[src/metb_pkg.sv]
// ----------------------------------------------------------------------------
// metb_pkg
// Shared types and constants of the mesh edge table builder.
// ----------------------------------------------------------------------------
package metb_pkg;

    // Operation codes carried on s_tuser.
    localparam logic [1:0] OP_CLEAR = 2'd0;
    localparam logic [1:0] OP_ADD   = 2'd1;
    localparam logic [1:0] OP_READ  = 2'd2;
    localparam logic [1:0] OP_NOP   = 2'd3;

    // Status codes carried on m_tuser.
    localparam logic [1:0] ST_OK       = 2'd0;
    localparam logic [1:0] ST_FULL     = 2'd1;
    localparam logic [1:0] ST_TRI_LIM  = 2'd2;
    localparam logic [1:0] ST_NOT_WRIT = 2'd3;

    // Fixed field widths and stream widths.
    localparam int VX_W     = 10;
    localparam int PICK_W   = 12;
    localparam int EDGE_W   = 13;
    localparam int TRI_W    = 14;
    localparam int S_DATA_W = 48;
    localparam int M_DATA_W = 104;

    // Commands from the controller to the datapath.
    typedef struct packed {
        logic load;        // capture an input transfer
        logic clear_start; // restart counters and head sweep
        logic sweep;       // clear one chain head entry
        logic head_chk;    // take chain head, issue first edge read
        logic edge_adv;    // step to the next chain entry
        logic edge_hit;    // keep the matched entry
        logic append;      // append a missing edge
        logic update;      // update the triangle slot of a found edge
        logic finish;      // load the result register
    } cmd_t;

    // Status from the datapath to the controller.
    typedef struct packed {
        logic [1:0] op;
        logic       lim;
        logic       head_zero;
        logic       match;
        logic       next_zero;
        logic       last_edge;
        logic       sweep_done;
        logic       out_free;
    } sts_t;

endpackage

[src/metb_ctrl.sv]
// ----------------------------------------------------------------------------
// metb_ctrl
// Controller of the edge table builder: sequences sweeps, chain walks,
// appends, updates and result delivery.
// ----------------------------------------------------------------------------
module metb_ctrl import metb_pkg::*; (
    input  logic aclk,
    input  logic aresetn,
    input  logic in_valid,
    output logic in_ready,
    input  sts_t sts,
    output cmd_t cmd
);

    typedef enum logic [9:0] {
        S_IDLE   = 10'b0000000001,
        S_DISP   = 10'b0000000010,
        S_SWEEP  = 10'b0000000100,
        S_HEAD   = 10'b0000001000,
        S_HCHK   = 10'b0000010000,
        S_ECHK   = 10'b0000100000,
        S_APPEND = 10'b0001000000,
        S_UPDATE = 10'b0010000000,
        S_READ   = 10'b0100000000,
        S_FINISH = 10'b1000000000
    } state_t;

    state_t state_reg, state_next;
    logic   reply_reg, reply_next;

    // State register; reset starts with a head sweep that sends no result.
    always_ff @(posedge aclk) begin
        if (!aresetn) begin
            state_reg <= S_SWEEP;
            reply_reg <= 1'b0;
        end else begin
            state_reg <= state_next;
            reply_reg <= reply_next;
        end
    end

    // Next state and commands.
    always_comb begin
        state_next = state_reg;
        reply_next = reply_reg;
        cmd        = '0;
        in_ready   = 1'b0;
        case (state_reg)
            S_IDLE: begin
                in_ready = 1'b1;
                if (in_valid) begin
                    cmd.load   = 1'b1;
                    state_next = S_DISP;
                end
            end
            S_DISP: begin
                case (sts.op)
                    OP_CLEAR: begin
                        cmd.clear_start = 1'b1;
                        reply_next      = 1'b1;
                        state_next      = S_SWEEP;
                    end
                    OP_ADD:  state_next = sts.lim ? S_FINISH : S_HEAD;
                    OP_READ: state_next = S_READ;
                    default: state_next = S_FINISH;
                endcase
            end
            S_SWEEP: begin
                cmd.sweep = 1'b1;
                if (sts.sweep_done) begin
                    state_next = reply_reg ? S_FINISH : S_IDLE;
                end
            end
            S_HEAD: state_next = S_HCHK;
            S_HCHK: begin
                cmd.head_chk = 1'b1;
                state_next   = sts.head_zero ? S_APPEND : S_ECHK;
            end
            S_ECHK: begin
                if (sts.match) begin
                    cmd.edge_hit = 1'b1;
                    state_next   = S_UPDATE;
                end else if (sts.next_zero) begin
                    state_next = S_APPEND;
                end else begin
                    cmd.edge_adv = 1'b1;
                end
            end
            S_APPEND: begin
                cmd.append = 1'b1;
                state_next = sts.last_edge ? S_FINISH : S_HEAD;
            end
            S_UPDATE: begin
                cmd.update = 1'b1;
                state_next = sts.last_edge ? S_FINISH : S_HEAD;
            end
            S_READ: state_next = S_FINISH;
            S_FINISH: begin
                if (sts.out_free) begin
                    cmd.finish = 1'b1;
                    reply_next = 1'b0;
                    state_next = S_IDLE;
                end
            end
            default: state_next = S_IDLE;
        endcase
    end

endmodule

[config.mk]
export PLATFORM = sky130hd
export DESIGN_NAME = metb_ctrl
export DESIGN_NICKNAME = d
export VERILOG_FILES = /design/src/metb_pkg.sv /design/src/metb_ctrl.sv
export SDC_FILE = /design/constraint.sdc
export NUM_CORES = 1
export LEC_CHECK = 0
export BUFFER_PORTS_ARGS = -buffer_cell sky130_fd_sc_hd__buf_2
export CAP_MARGIN = 5
export CELL_PAD_IN_SITES_DETAIL_PLACEMENT = 1
export CELL_PAD_IN_SITES_GLOBAL_PLACEMENT = 2
export CORE_MARGIN = 4
export CORE_UTILIZATION = 30
export DETAILED_ROUTE_END_ITERATION = 7
export GPL_ROUTABILITY_DRIVEN = 0
export GPL_TIMING_DRIVEN = 0
export HOLD_SLACK_MARGIN = 0.06
export PLACE_DENSITY = 0.79
export SLEW_MARGIN = 20
export SYNTH_ARGS = -nofsm -noshare
export SYNTH_HDL_FRONTEND = slang
export SYNTH_SLANG_ARGS = --single-unit
[constraint.sdc]
create_clock -name aclk -period 2.6 [get_ports aclk]
set_input_delay 0.52 -clock aclk [delete_from_list [all_inputs] [get_ports aclk]]
set_output_delay 0.52 -clock aclk [all_outputs]
set_load 0.05 [all_outputs]
==> impl_metrics.env <==
export IMPL_die_h_um=58.6
export IMPL_setup_violations_final=0
export IMPL_peakVddDrop_uv=315
export IMPL_p_per_area_mw_per_mm2=415
export IMPL_r2r_slack_ps=880
export IMPL_io_pins=22
export IMPL_crit_type="flop to output pin"
export IMPL_maxCapViolCount=0
export IMPL_overflow=0
export IMPL_async_reset_ff_frac=0
export IMPL_clock_fmax_mhz=408
export IMPL_hp_class="input pin to flop"
export IMPL_clkSinkCount=11
export IMPL_antenna_found_initial=0
export IMPL_coreArea_sq_mm=0.00245
export IMPL_grt_usage=0.141
export IMPL_critPathLaunchType="flop"
export IMPL_area_delta_synth_final_pct=25.4
export IMPL_initial_utilization=0.312
export IMPL_ys_types=37
export IMPL_crit_fanout=5
export IMPL_regArea_sq_um=220
export IMPL_vias=775
export IMPL_drc_errors=0
export IMPL_grt_max_degree=10
export IMPL_cts_buffers=3
export IMPL_synthCells=95
export IMPL_port_buffers=21
export IMPL_drive_gt1_frac=0.336
export IMPL_cp_required_ps=2080
export IMPL_crit_family="simple AND/OR/NAND/NOR gates"
export IMPL_total_power_mw=0.400
export IMPL_reg2reg_to="state_reg[0]"
export IMPL_largest_reg_flops=10
export IMPL_crit_slowest_cell="dfxtp_1"
export IMPL_grt_pass1_wl_um=3730
export IMPL_final_antenna_net_count=0
export IMPL_ys_warn_count=0
export IMPL_firstDrtPassIters=3
export IMPL_syn_num_nets=107
export IMPL_tns_ps=0
export IMPL_tightest_slew_ps=354
export IMPL_fin_nets=135
export IMPL_routedWlPerCell_um=13.6
export IMPL_min_from="sts[7]"
export IMPL_hpwl_um=1700
export IMPL_reg2reg_depth=8
export IMPL_first_iter_violations=27
export IMPL_arrival_ps=1930
export IMPL_nFillCells=314
export IMPL_synth_edf_count=0
export IMPL_worstHoldEndpoint="state_reg[8]"
export IMPL_cts_tree="done"
export IMPL_ctsHoldBuffers=0
export IMPL_ys_flop_type="dfxtp_1"
export IMPL_path_clk_slew_ps=70
export IMPL_avgSynthCellArea_sq_um=8.07
export IMPL_status="completed"
export IMPL_dieArea_sq_mm=0.00343
export IMPL_hold_viol=0
export IMPL_h_tree_depth=1
export IMPL_ys_ff_latch=11
export IMPL_holdPathStages=2
export IMPL_p_leak_nw=0.414
export IMPL_grt_pass1_vias=829
export IMPL_yosysSeqAreaShare=0.287
export IMPL_min_period_ps=2450
export IMPL_end_kind="output pin"
export IMPL_rows=18
export IMPL_path_buf_inv=1
export IMPL_clockBufferDepth=2
export IMPL_relSlewSlack=0.762
export IMPL_skew_ps=3.50
export IMPL_n_antenna_cell=0
export IMPL_path_cells="nor4_4 -> nand2_1 -> nor2_1 -> and3_2 -> buf_2"
export IMPL_root_buffer="clkbuf_4"
export IMPL_clock_latency_ps=260
export IMPL_fin_crit_sh=0.942
export IMPL_wirelength_um=2070
export IMPL_syn_area_sq_um=767
export IMPL_die_width_um=58.6
export IMPL_reg2reg_from="state_reg[6]"
export IMPL_multi_input_area_sq_um=502
export IMPL_drv_slew=0
export IMPL_viasPerCell=5.10
export IMPL_critPathMaxStageDelay_ps=370
## metal layers
| layer | track usage | vias up | part of all wire |
|---|---|---|---|
| li1 | - | 401 | - |
| met1 | 0.184 | 363 | 0.45 |
| met2 | 0.233 | 9 | 0.52 |
| met3 | 0.0241 | 2 | 0.031 |
| met4 | 0.0497 | 0 | 0.0039 |
| met5 | 0 | - | 0 |
## worst register-to-register path, delay by kind of cell, from the launching register on
| kind | cells | cell delay [ps] |
|---|---|---|
| buffers and inverters | 3 | 440 |
| DFF | 1 | 330 |
| and+or+nand+nor | 4 | 730 |
| AOI/OAI and AO/OA | 1 | 150 |
## stage by stage
step	cell area [sq um]	cells	hold WS [ps]	worst slack (ps)	util
4_1_cts	953	152	447	54.3	0.388
2_1_floorplan	769	95	466	156	-
6_report	962	152	455	151	0.392
5_1_grt	962	152	445	-8.60	0.392
3_5_place_dp	912	146	499	301	0.372
3_3_place_gp	912	146	500	308	0.372
## cell usage in the layout (no fill, tap or decap), types with 2 or more instances in the layout
cell      instances
buf_2            21
nor2_1           11
dfxtp_1          11
nand2_1           7
inv_1             6
nor3_1            6
o21ai_0           4
buf_6             3
nand3_1           3
o21a_1            3
a31oi_1           3
clkbuf_4          3
nor4_4            2
nand2_2           2
nor3_2            2
and3_1            2
nor4_1            2
nand4b_1          2
nand3b_1          2
or3_1             2
and2_1            2
xor2_1            2
o211ai_1          2
buf_4             2
## layout make-up
class                           instances  area share
Clock buffer                            4      0.0273
Multi-Input combinational cell         75       0.521
Sequential cell                        11       0.229
Buffer                                  3      0.0351
Tap cell                               30      0.0390
Timing Repair Buffer                   23       0.125
Inverter                                6      0.0234
## cells in the mapped netlist, drive strengths merged (2+ instances only)
library cell,instances,area [sq um]
a31oi,3,18.8
and2,2,12.5
and3,3,20.0
buf,3,33.8
dfxtp,11,220
inv,6,22.5
nand2,9,38.8
nand3,3,15.0
nand3b,3,26.3
nand4b,2,17.5
nor2,12,45.0
nor3,8,50.1
nor4,4,46.3
o211ai,2,15.0
o21a,3,22.5
o21ai,5,25.0
or3,3,23.8
xor2,2,17.5
## kinds of logic (layout without fill, tap and decap cells)
group | count (synthesis) | in the layout | synth area share
XOR/XNOR | 3 | 3 | 0.0343
flip-flops | 11 | 11 | 0.287
buffers and inverters | 9 | 36 | 0.0734
AND/OR/NAND/NOR | 53 | 53 | 0.434
multiplexers | 1 | 1 | 0.0147
AO/OA/AOI/OAI | 18 | 18 | 0.157
## where the power goes
group          switching (mW)  leakage, nW  internal, mW
Combinational          0.0639        0.309        0.0348
Sequential            0.00955       0.0893         0.174
Clock                  0.0586       0.0150        0.0593
## worst max-delay path by stage
| stage | startpoint | endpoint | cells past startpoint |
|---|---|---|---|
| 2_1_floorplan | state_reg[7] | cmd[8] | 5 |
| 3_3_place_gp | state_reg[7] | cmd[7] | 6 |
| 3_5_place_dp | state_reg[7] | cmd[7] | 6 |
| 4_1_cts | state_reg[0] | cmd[1] | 5 |
| 5_1_grt | state_reg[0] | cmd[1] | 5 |
| 6_report | state_reg[0] | cmd[1] | 5 |
## what timing repair did
| action | in CTS | in global routing |
|---|---|---|
| buffers inserted | 2 | 0 |
| setup endpoints to repair | 1 | 2 |
| pin swaps | 1 | 0 |
| resized for setup | 0 | 1 |
Note: power is estimated with default switching activity, not from simulation.
